`src/rtl/textured_wall_column_pixel_top_assert.svh`:
```
// Assertion macros for the textured wall column pixel block.
// Used by textured_wall_column_pixel_top; the macros sample on clk_i and reset with rst_ni.
`ifndef TEXTURED_WALL_COLUMN_PIXEL_TOP_ASSERT_SVH
`define TEXTURED_WALL_COLUMN_PIXEL_TOP_ASSERT_SVH

// The consequent must hold in the same cycle as the antecedent.
`define TWCP_ASSERT_IMP(lbl, ante, cons) \
  lbl: assert property (@(posedge clk_i) disable iff (!rst_ni) (ante) |-> (cons)) \
    else $error("assertion failed");

// The consequent must hold after the antecedent, with the delay given by the n argument.
`define TWCP_ASSERT_DLY(lbl, ante, n, cons) \
  lbl: assert property (@(posedge clk_i) disable iff (!rst_ni) (ante) |-> ##n (cons)) \
    else $error("assertion failed");

`endif

```
`src/rtl/twcp_pkg.sv`:
```
// Shared types and constants for the textured wall column pixel block.
// No dependencies; imported by textured_wall_column_pixel_top.
package twcp_pkg;

  localparam int X_W         = 10;
  localparam int Y_W         = 10;
  localparam int HEIGHT_W    = 16;
  localparam int SIDE_W      = 2;
  localparam int FRAC_W      = 16;
  localparam int COLOR_W     = 32;
  localparam int TEX_FIELD_W = 6;
  localparam int CFG_ADDR_W  = 1;

  localparam int SCREEN_HEIGHT_DEF  = 1024;
  localparam int TEX_SIZE_DEF       = 64;
  localparam int DIV_BITS_PER_STAGE = 2;

  localparam logic [CFG_ADDR_W-1:0] CFG_TOP_COLOR    = 1'b0;
  localparam logic [CFG_ADDR_W-1:0] CFG_BOTTOM_COLOR = 1'b1;

  typedef enum logic [1:0] {
    KIND_TOP    = 2'd0,
    KIND_WALL   = 2'd1,
    KIND_BOTTOM = 2'd2
  } pixel_kind_e;

  typedef enum logic [SIDE_W-1:0] {
    SIDE_NORTH = 2'd0,
    SIDE_SOUTH = 2'd1,
    SIDE_EAST  = 2'd2,
    SIDE_WEST  = 2'd3
  } wall_side_e;

  typedef struct packed {
    logic [X_W-1:0]         x;
    logic [Y_W-1:0]         y;
    pixel_kind_e            kind;
    logic [COLOR_W-1:0]     color;
    logic [SIDE_W-1:0]      side;
    logic [TEX_FIELD_W-1:0] u;
  } pix_meta_t;

endpackage

```
`src/rtl/textured_wall_column_pixel_top.sv`:
```
// Textured wall column pixel classifier: classify, texel u, pipelined texel v divide.
// Depends on twcp_pkg and textured_wall_column_pixel_top_assert.svh.
//
//  channel | signals                                            | direction
//  --------+----------------------------------------------------+----------
//  config  | cfg_we_i cfg_addr_i cfg_wdata_i                    | in
//  pixel   | start busy column_x_i row_y_i wall_height_i ...    | in (busy: out)
//  result  | result_valid_o pixel_x_o ... tex_u_o tex_v_o       | out
//
// One pixel is taken every cycle; busy is always low.
// Each pixel passes the classify register, the multiply register and then the restoring
// divider stages, which yield two quotient bits per stage.
// Reset clears the valid bits and both color registers.
// The pipeline never stalls, since the result side cannot hold results off.
`include "textured_wall_column_pixel_top_assert.svh"

module textured_wall_column_pixel_top import twcp_pkg::*; #(
  parameter int SCREEN_HEIGHT = SCREEN_HEIGHT_DEF,
  parameter int TEX_SIZE      = TEX_SIZE_DEF
) (
  input  logic                   clk_i,
  input  logic                   rst_ni,
  input  logic                   cfg_we_i,
  input  logic [CFG_ADDR_W-1:0]  cfg_addr_i,
  input  logic [COLOR_W-1:0]     cfg_wdata_i,
  input  logic                   start,
  output logic                   busy,
  input  logic [X_W-1:0]         column_x_i,
  input  logic [Y_W-1:0]         row_y_i,
  input  logic [HEIGHT_W-1:0]    wall_height_i,
  input  logic [SIDE_W-1:0]      wall_side_i,
  input  logic [FRAC_W-1:0]      hit_fraction_i,
  output logic                   result_valid_o,
  output logic [X_W-1:0]         pixel_x_o,
  output logic [Y_W-1:0]         pixel_y_o,
  output logic [1:0]             pixel_kind_o,
  output logic [COLOR_W-1:0]     pixel_color_o,
  output logic [SIDE_W-1:0]      tex_select_o,
  output logic [TEX_FIELD_W-1:0] tex_u_o,
  output logic [TEX_FIELD_W-1:0] tex_v_o
);

  localparam int QW   = $clog2(TEX_SIZE);
  localparam int NW   = HEIGHT_W + QW;
  localparam int NDIV = (QW + DIV_BITS_PER_STAGE - 1) / DIV_BITS_PER_STAGE;
  localparam int LAT  = NDIV + 2;
  localparam int HALF = SCREEN_HEIGHT / 2;
  localparam int SW   = $clog2(HALF + (1 << HEIGHT_W)) + 1;

  logic [COLOR_W-1:0] top_color_q, bottom_color_q;

  always_ff @(posedge clk_i or negedge rst_ni) begin
    if (!rst_ni) begin
      top_color_q    <= '0;
      bottom_color_q <= '0;
    end else if (cfg_we_i) begin
      case (cfg_addr_i)
        CFG_TOP_COLOR:    top_color_q    <= cfg_wdata_i;
        CFG_BOTTOM_COLOR: bottom_color_q <= cfg_wdata_i;
        default: ;
      endcase
    end
  end

  assign busy = 1'b0;

  logic                   accept;
  logic [HEIGHT_W-1:0]    h_ceil;
  logic [SW-1:0]          top_s, bottom_s, y_s, diff_s;
  logic                   above, in_wall;
  logic [NW-1:0]          u_prod;
  logic [QW-1:0]          u_raw, u_clamp, u_fin;
  logic [QW+TEX_FIELD_W-1:0] u_ext;
  pix_meta_t              meta_d;

  assign accept = start && !busy;

  always_comb begin
    h_ceil   = HEIGHT_W'(({1'b0, wall_height_i} + 17'd1) >> 1);
    top_s    = SW'(HALF) - SW'(h_ceil);
    bottom_s = SW'(HALF) + SW'(wall_height_i >> 1);
    y_s      = SW'(row_y_i);
    above    = $signed(y_s) < $signed(top_s);
    in_wall  = !above && ($signed(y_s) < $signed(bottom_s)) && (wall_height_i != '0);
    diff_s   = y_s - top_s - ((top_s[SW-1]) ? SW'(wall_height_i[0]) : SW'(0));

    u_prod  = NW'(hit_fraction_i) * NW'(TEX_SIZE);
    u_raw   = u_prod[NW-1:FRAC_W];
    u_clamp = (u_raw > QW'(TEX_SIZE - 1)) ? QW'(TEX_SIZE - 1) : u_raw;
    if (wall_side_i inside {SIDE_NORTH, SIDE_EAST}) begin
      u_fin = QW'(TEX_SIZE - 1) - u_clamp;
    end else begin
      u_fin = u_clamp;
    end
    u_ext = (QW + TEX_FIELD_W)'(u_fin);

    meta_d.x    = column_x_i;
    meta_d.y    = row_y_i;
    meta_d.side = wall_side_i;
    if (above) begin
      meta_d.kind  = KIND_TOP;
      meta_d.color = top_color_q;
      meta_d.u     = '0;
    end else if (in_wall) begin
      meta_d.kind  = KIND_WALL;
      meta_d.color = '0;
      meta_d.u     = u_ext[TEX_FIELD_W-1:0];
    end else begin
      meta_d.kind  = KIND_BOTTOM;
      meta_d.color = bottom_color_q;
      meta_d.u     = '0;
    end
  end

  logic                s0_valid_q;
  pix_meta_t           s0_meta_q;
  logic [HEIGHT_W-1:0] s0_d_q, s0_h_q;

  always_ff @(posedge clk_i or negedge rst_ni) begin
    if (!rst_ni) begin
      s0_valid_q <= 1'b0;
    end else begin
      s0_valid_q <= accept;
    end
  end

  always_ff @(posedge clk_i) begin
    s0_meta_q <= meta_d;
    s0_d_q    <= diff_s[HEIGHT_W-1:0];
    s0_h_q    <= wall_height_i;
  end

  logic [NDIV:0]       valid_q;
  pix_meta_t           meta_q [0:NDIV];
  logic [HEIGHT_W-1:0] div_q  [0:NDIV];
  logic [HEIGHT_W-1:0] rem_q  [0:NDIV];
  logic [QW-1:0]       low_q  [0:NDIV];
  logic [QW-1:0]       quo_q  [0:NDIV];
  logic [NW-1:0]       num;

  assign num = NW'(s0_d_q) * NW'(TEX_SIZE);

  always_ff @(posedge clk_i or negedge rst_ni) begin
    if (!rst_ni) begin
      valid_q[0] <= 1'b0;
    end else begin
      valid_q[0] <= s0_valid_q;
    end
  end

  always_ff @(posedge clk_i) begin
    meta_q[0] <= s0_meta_q;
    div_q[0]  <= s0_h_q;
    rem_q[0]  <= num[NW-1:QW];
    low_q[0]  <= num[QW-1:0];
    quo_q[0]  <= '0;
  end

  for (genvar s = 1; s <= NDIV; s++) begin : g_div
    logic [HEIGHT_W-1:0] r;
    logic [HEIGHT_W:0]   t;
    logic [QW-1:0]       l, q;

    always_comb begin
      r = rem_q[s-1];
      l = low_q[s-1];
      q = quo_q[s-1];
      t = '0;
      for (int b = 0; b < DIV_BITS_PER_STAGE; b++) begin
        if ((s - 1) * DIV_BITS_PER_STAGE + b < QW) begin
          t = {r, l[QW-1]};
          l = l << 1;
          if (t >= {1'b0, div_q[s-1]}) begin
            t = t - {1'b0, div_q[s-1]};
            q = (q << 1) | QW'(1);
          end else begin
            q = q << 1;
          end
          r = t[HEIGHT_W-1:0];
        end
      end
    end

    always_ff @(posedge clk_i or negedge rst_ni) begin
      if (!rst_ni) begin
        valid_q[s] <= 1'b0;
      end else begin
        valid_q[s] <= valid_q[s-1];
      end
    end

    always_ff @(posedge clk_i) begin
      meta_q[s] <= meta_q[s-1];
      div_q[s]  <= div_q[s-1];
      rem_q[s]  <= r;
      low_q[s]  <= l;
      quo_q[s]  <= q;
    end
  end

  logic [QW+TEX_FIELD_W-1:0] v_ext;

  assign v_ext          = (QW + TEX_FIELD_W)'(quo_q[NDIV]);
  assign result_valid_o = valid_q[NDIV];
  assign pixel_x_o      = meta_q[NDIV].x;
  assign pixel_y_o      = meta_q[NDIV].y;
  assign pixel_kind_o   = meta_q[NDIV].kind;
  assign pixel_color_o  = meta_q[NDIV].color;
  assign tex_select_o   = meta_q[NDIV].side;
  assign tex_u_o        = meta_q[NDIV].u;
  assign tex_v_o        = (meta_q[NDIV].kind == KIND_WALL) ? v_ext[TEX_FIELD_W-1:0] : '0;

  `TWCP_ASSERT_DLY(a_latency_row, accept, LAT,
                   result_valid_o && pixel_y_o == $past(row_y_i, LAT))
  `TWCP_ASSERT_IMP(a_div_rem_bound, valid_q[NDIV] && meta_q[NDIV].kind == KIND_WALL,
                   rem_q[NDIV] < div_q[NDIV])
  `TWCP_ASSERT_IMP(a_wall_no_color, result_valid_o && pixel_kind_o == KIND_WALL,
                   pixel_color_o == '0)

endmodule
```
`config.mk`:
```
export PLATFORM = sky130hd
export DESIGN_NAME = textured_wall_column_pixel_top
export DESIGN_NICKNAME = d
export VERILOG_FILES = /design/src/rtl/twcp_pkg.sv /design/src/rtl/textured_wall_column_pixel_top.sv
export VERILOG_INCLUDE_DIRS = /design/src /design/src/rtl
export SDC_FILE = /design/constraint.sdc
export NUM_CORES = 1
export LEC_CHECK = 0
export ABC_AREA = 1
export BUFFER_PORTS_ARGS = -buffer_cell sky130_fd_sc_hd__buf_2
export CAP_MARGIN = 0
export CELL_PAD_IN_SITES_DETAIL_PLACEMENT = 0
export CELL_PAD_IN_SITES_GLOBAL_PLACEMENT = 1
export CORE_MARGIN = 2
export CORE_UTILIZATION = 46
export CTS_CLUSTER_DIAMETER = 80
export DETAILED_ROUTE_END_ITERATION = 10
export PLACE_DENSITY = 0.8
export REMOVE_ABC_BUFFERS = 1
export SLEW_MARGIN = 20
export SYNTH_ARGS = -nofsm -noshare
export SYNTH_HDL_FRONTEND = slang
export SYNTH_SLANG_ARGS = --single-unit
```
`constraint.sdc`:
```
create_clock -name clk_i -period 5 [get_ports clk_i]
set_input_delay 0 -clock clk_i [delete_from_list [all_inputs] [get_ports clk_i]]
set_output_delay 0 -clock clk_i [all_outputs]
set_load 0.05 [all_outputs]
```
; After elaboration in Yosys (flattened, before gate mapping)
; Memories as Yosys holds them, arrays and structs flattened.
; Cells that the tools add are included.
[op_classes]
n_eq_ne = 2
bitwise = 2
n_reduce_logical = 9
muxes = 18
magnitude_cmp = 9
add_sub_neg = 12
[ops]
columns = op, n
row1 = $ge 17x16->1, 6
row2 = $mux 16, 6
row3 = $sub 16x16->16, 6
row4 = $mux 34, 1
row5 = $mux 32, 1
row6 = $mux 6, 3
row7 = $add 16x1->17 const B, 1
row8 = $lt 11x17->1, 1
row9 = $sub 10x16->17 const A, 1
row10 = $add 10x15->16 const A, 1
row11 = $lt 10x16->1, 1
row12 = $reduce_bool 16->1, 1
row13 = $sub 11x16->16, 1
row14 = $sub 16x1->16, 1
row15 = $mux 1, 7
row16 = $gt 6x6->1 const B, 1
row17 = $sub 6x6->6 const A, 1
row18 = $reduce_and 2->1, 2
row19 = $eq 2x1->1 const B, 1
row20 = $eq 2x2->1 const B, 1
row21 = $logic_and 1x1->1, 2
row22 = $logic_not 2->1, 1
row23 = $not 1->1, 2
row24 = $reduce_bool 2->1, 1
row25 = 2 further kinds, 2
[totals]
mem_count = 5
in_bits = 91
elab_cells = 72
register_bits = 163
ramBits = 416
[mem_list]
columns = name, depth, width, rd, rd_clocked_by_memory_dff, wr, line_no
row1 = meta_q, 4, 62, 4, 0, 4, textured_wall_column_pixel_top.sv:134  ; pix_meta_t meta_q [0:NDIV];
row2 = div_q, 4, 16, 3, 0, 4, textured_wall_column_pixel_top.sv:135  ; logic [HEIGHT_W-1:0] div_q [0:NDIV];
row3 = rem_q, 4, 16, 3, 0, 4, textured_wall_column_pixel_top.sv:136  ; logic [HEIGHT_W-1:0] rem_q [0:NDIV];
row4 = quo_q, 4, 6, 4, 0, 4, textured_wall_column_pixel_top.sv:138  ; logic [QW-1:0] quo_q [0:NDIV];
row5 = low_q, 4, 4, 3, 0, 4, textured_wall_column_pixel_top.sv:137  ; logic [QW-1:0] low_q [0:NDIV];

; Logic depth before layout (Yosys ltp)
[depth]
depth_word = 8
ltp_mapped = 28

; Worst setup path after synthesis
; No wires, ideal clock.
[synth_path]
kind = register -> register
start = memory div_q[0][2]
end = memory rem_q[1][5]
setup_ns = 0.112
path_buffers = 3
arrival_time_ns = 3.567
stages_incl_launch_ff = 28
required_ns = 4.888
period_less_slack_ns = 3.680
slack_ns = 1.320
path_cell_list = dfxtp_1 inv_1 ha_1 a21oi_1 nand2_1 a21oi_1 o21ai_1 nand3_1 nand2_1 nand2_1 nand2_1 buf_2 buf_2 nand2_1 inv_1 ha_1 nand3_1 nand2_1 a21oi_1 o21ai_0 nand3_1 nand2_1 a21oi_1 nand2_1 inv_1 buf_2 nand2_1 nand2_1
[synth_lines]
columns = element, line_no
row1 = from (decl), textured_wall_column_pixel_top.sv:135
row2 = to (decl), textured_wall_column_pixel_top.sv:136

==> flow_summary.toml <==
[outcome]
status = "finished, final reports clean"

[final_layout]
finalInstanceArea_um2 = 23800
drive_gt1_share_pct = 13.8
layout.nets = 2642
nFillCells = 3770
fin_cells = 2994
utilization_pct = 55.6
area.growth.synth_to_final_pct = 20.2
antenna_cells = 0

[setup_path]
slowest_stage = "a41oi_2"
r2r_cells = 21
cpLargestDelayFamily = "simple AND/OR/NAND/NOR gates"
crit_required_ns = 5.45
worst-path-buf-inv = 1
arrival_ns = 4.75
worst_setup_path_end_kind = "register"
cp_max_fo = 17
r2r_start = "div_q[1][14]$_DFF_P_"
crit_type = "register to register"
crit_path_frequent_cell = "nand2_1"
reg2reg_slack_ns = 0.70
path_cells = "inv_1, ha_1, a21oi_1, nor2_1, nor3_1, o21ai_1, a41oi_2, nand2_2, nand2_1, nand2_1, ha_1, a21oi_1, o211ai_1, nand3_1, nand2_1, nand2_1, nand2_1, nor2_1, nand3_2, nand2_1, nand2_1"
crit_path_start_kind = "register"
timing.rr.end = "rem_q[2][2]$_DFF_P_"
critPathMaxStageDelay_ns = 0.39

[synthesis]
synth_edf_count = 0
syn-cell-area_um2 = 19800
synth.avg_cell_area_um2 = 9.22
ys_seq_area_share_pct = 54.2
yosys_warnings = 0
synth_cell_types = 56
yosys_most_used_dff = "dfxtp_1"
syn_inst = 2147
ys_ff_latch = 519
async_reset_ff_share_pct = 13.3

[timing]
slew_headroom_pct = 38.4
fin_crit_sh_pct = 86.0
hold_violations = 0
worst_slew_pin_slew_ns = 0.924
fin_setup_tns_ns = 0
setup_violations = 0
fmax_ghz = 0.233
finalCriticalPeriod_ns = 4.30
skew_ns = 0.0387
rsz0062_at_grt = "no"
drv_slew = 0

[global_routing]
grt_max_degree = 70
grt_pass1_vias = 14100
overflow = 0
grt_util_all_layers_pct = 18.8
grt_pass1_wl_um = 67300
antenna_found_initial = 0

[detailed_routing]
drc_errors = 0
drtAntennaViolNets = 0
drt_iter0_drc = 616
totalWireLength_um = 41700
post_drt_via_cell_ratio = 4.72
wl_per_cell_um = 13.9
first_pass_iters = 6
vias = 14100

[cts]
htreeDepth = 2
post_cts_resized = 0
numCtsBuffers = 51
clk_pin_slew_ns = 0.06
clock_path_buffers = 3
clk_latency_ns = 0.59
cts_tree = "yes"
clock-sinks = 519
ctsRootBufferMaster = "clkbuf_16"
post_cts.repair.setup_buffers = 0
hold_buffers = 80

[placement]
port_buffers = 149
post_dp_cell_area_um2 = 21100
place_inst = 2818
routabilityCongestion = 0.864
dp_hpwl_um = 31000

[power_and_ir_drop]
max-vdd-ir-drop_uv = 310
leakage_nw = 11.8
cellPowerDensity_nw_per_um2 = 625

[min_path]
min_from = "column_x_i[4]"
hold_depth = 2
holdCritPathClass = "input port to register"
hold_path_end = "s0_meta_q[56]$_DFF_P_"

[die]
initial_core_util_pct = 46.3
coreArea_um2 = 42800
top_level_ports = 161
fp.dieW_um = 211
die_area_um2 = 44700
rows = 76
die_y_um = 211

[run]
drv_cap = 0
[worst max-delay path by stage]
stage	cells past startpoint	end	from
finish	21	rem_q[2][2]$_DFF_P_	div_q[1][14]$_DFF_P_
global route	24	rem_q[2][3]$_DFF_P_	div_q[1][2]$_DFF_P_
CTS	24	rem_q[1][11]$_DFF_P_	div_q[0][2]$_DFF_P_
detailed placement	24	rem_q[1][11]$_DFF_P_	div_q[0][2]$_DFF_P_
global placement	24	rem_q[1][11]$_DFF_P_	div_q[0][1]$_DFF_P_
floorplan	23	rem_q[1][2]$_DFF_P_	div_q[0][2]$_DFF_P_
[state kept, by name, summed over array words and instances (netlist names)]
register,count
s0_meta_q,62
valid_q,3
div_q,48
s0_valid_q,1
s0_d_q,16
bottom_color_q,32
result_valid_o,1
s0_h_q,16
meta_q,248
quo_q,12
rem_q,48
top_color_q,32
[report_power, final]
group	internal, mW	leakage (nW)	total, mW	switching (mW)
Sequential	4.68	4.58	4.90	0.224
Combinational	2.19	6.25	5.87	3.68
Clock	2.51	0.932	4.11	1.60
[cells in the final DEF, fill, tap and decap left out, types with 13 or more instances in the layout]
cell type      synthesis  routed
clkbuf_16              0      55
nor2_1                99      99
dfxtp_1              450     450
inv_1                247     247
nand2_1              469     469
buf_2                  7     149
xnor2_1               29      29
nand2_2               35      35
nand3_1              116     116
ha_1                 141     141
xor2_1                65      65
dlygate4sd3_1          0      80
nor3_1                15      15
o21ai_0              124     124
buf_4                  6      13
nand4_1               20      20
a21oi_1              109     109
dfrtp_1               69      69
[per-layer routing]
metal	routed length, µm	up-vias	share of wire (%)	GRT usage, %
met3	1220	90	2.9	2.94
met1	18400	6395	44	22.5
met2	20500	227	49	33.5
met5	0	-	0	0
li1	-	7418	-	-
met4	1570	0	3.8	8.28
[through the flow]
step	total power [mW]	worst slack, ns	hold WS, ns
floorplan	9.36	0.979	-0.296
global placement	10.7	0.706	0.102
detailed placement	10.8	0.696	0.104
CTS	15.0	0.681	0.000669
global route	16.1	0.226	0.0121
finish	14.9	0.701	0.0409
[cells by family (layout without fill, tap and decap cells)]
logic type | Yosys count | after routing | share of synthesized area (%)
compound gates | 284 | 284 | 7.85
xor+xnor | 96 | 96 | 4.32
fa+ha+maj | 146 | 146 | 9.41
buf+inv | 295 | 596 | 6.01
flops | 519 | 519 | 54.2
other cells | 1 | 1 | 0.0189
simple gates | 806 | 806 | 18.2
[area by class of cell]
cell class / count / area [µm²] / area share, %
clock buffers: 70 / 1510 / 6.35
clock inverters: 26 / 380 / 1.60
inverters: 258 / 976 / 4.10
multi-input cells: 1333 / 7880 / 33.1
flip-flops and latches: 519 / 10700 / 45.1
well taps: 546 / 683 / 2.87
repair buffers: 242 / 1640 / 6.91
[synth_stat cells (6+ instances only)]
master | count | share of area (%)
a21boi_0 | 6 | 0.23
a21oi_1 | 109 | 2.8
buf_2 | 7 | 0.18
buf_4 | 6 | 0.23
clkbuf_1 | 20 | 0.38
dfrtp_1 | 69 | 8.7
dfxtp_1 | 450 | 45
ha_1 | 141 | 8.9
inv_1 | 247 | 4.7
inv_2 | 10 | 0.19
nand2_1 | 469 | 8.9
nand2_2 | 35 | 1.1
nand3_1 | 116 | 2.9
nand3_2 | 6 | 0.30
nand3b_1 | 7 | 0.27
nand4_1 | 20 | 0.63
nor2_1 | 99 | 1.9
nor2_4 | 9 | 0.51
nor3_1 | 15 | 0.38
nor4_1 | 6 | 0.19
o21ai_0 | 124 | 3.1
o21ai_1 | 6 | 0.15
o21bai_1 | 7 | 0.27
or2_2 | 10 | 0.32
xnor2_1 | 29 | 1.3
xor2_1 | 65 | 2.9
Power figures use the tool's default switching activity.
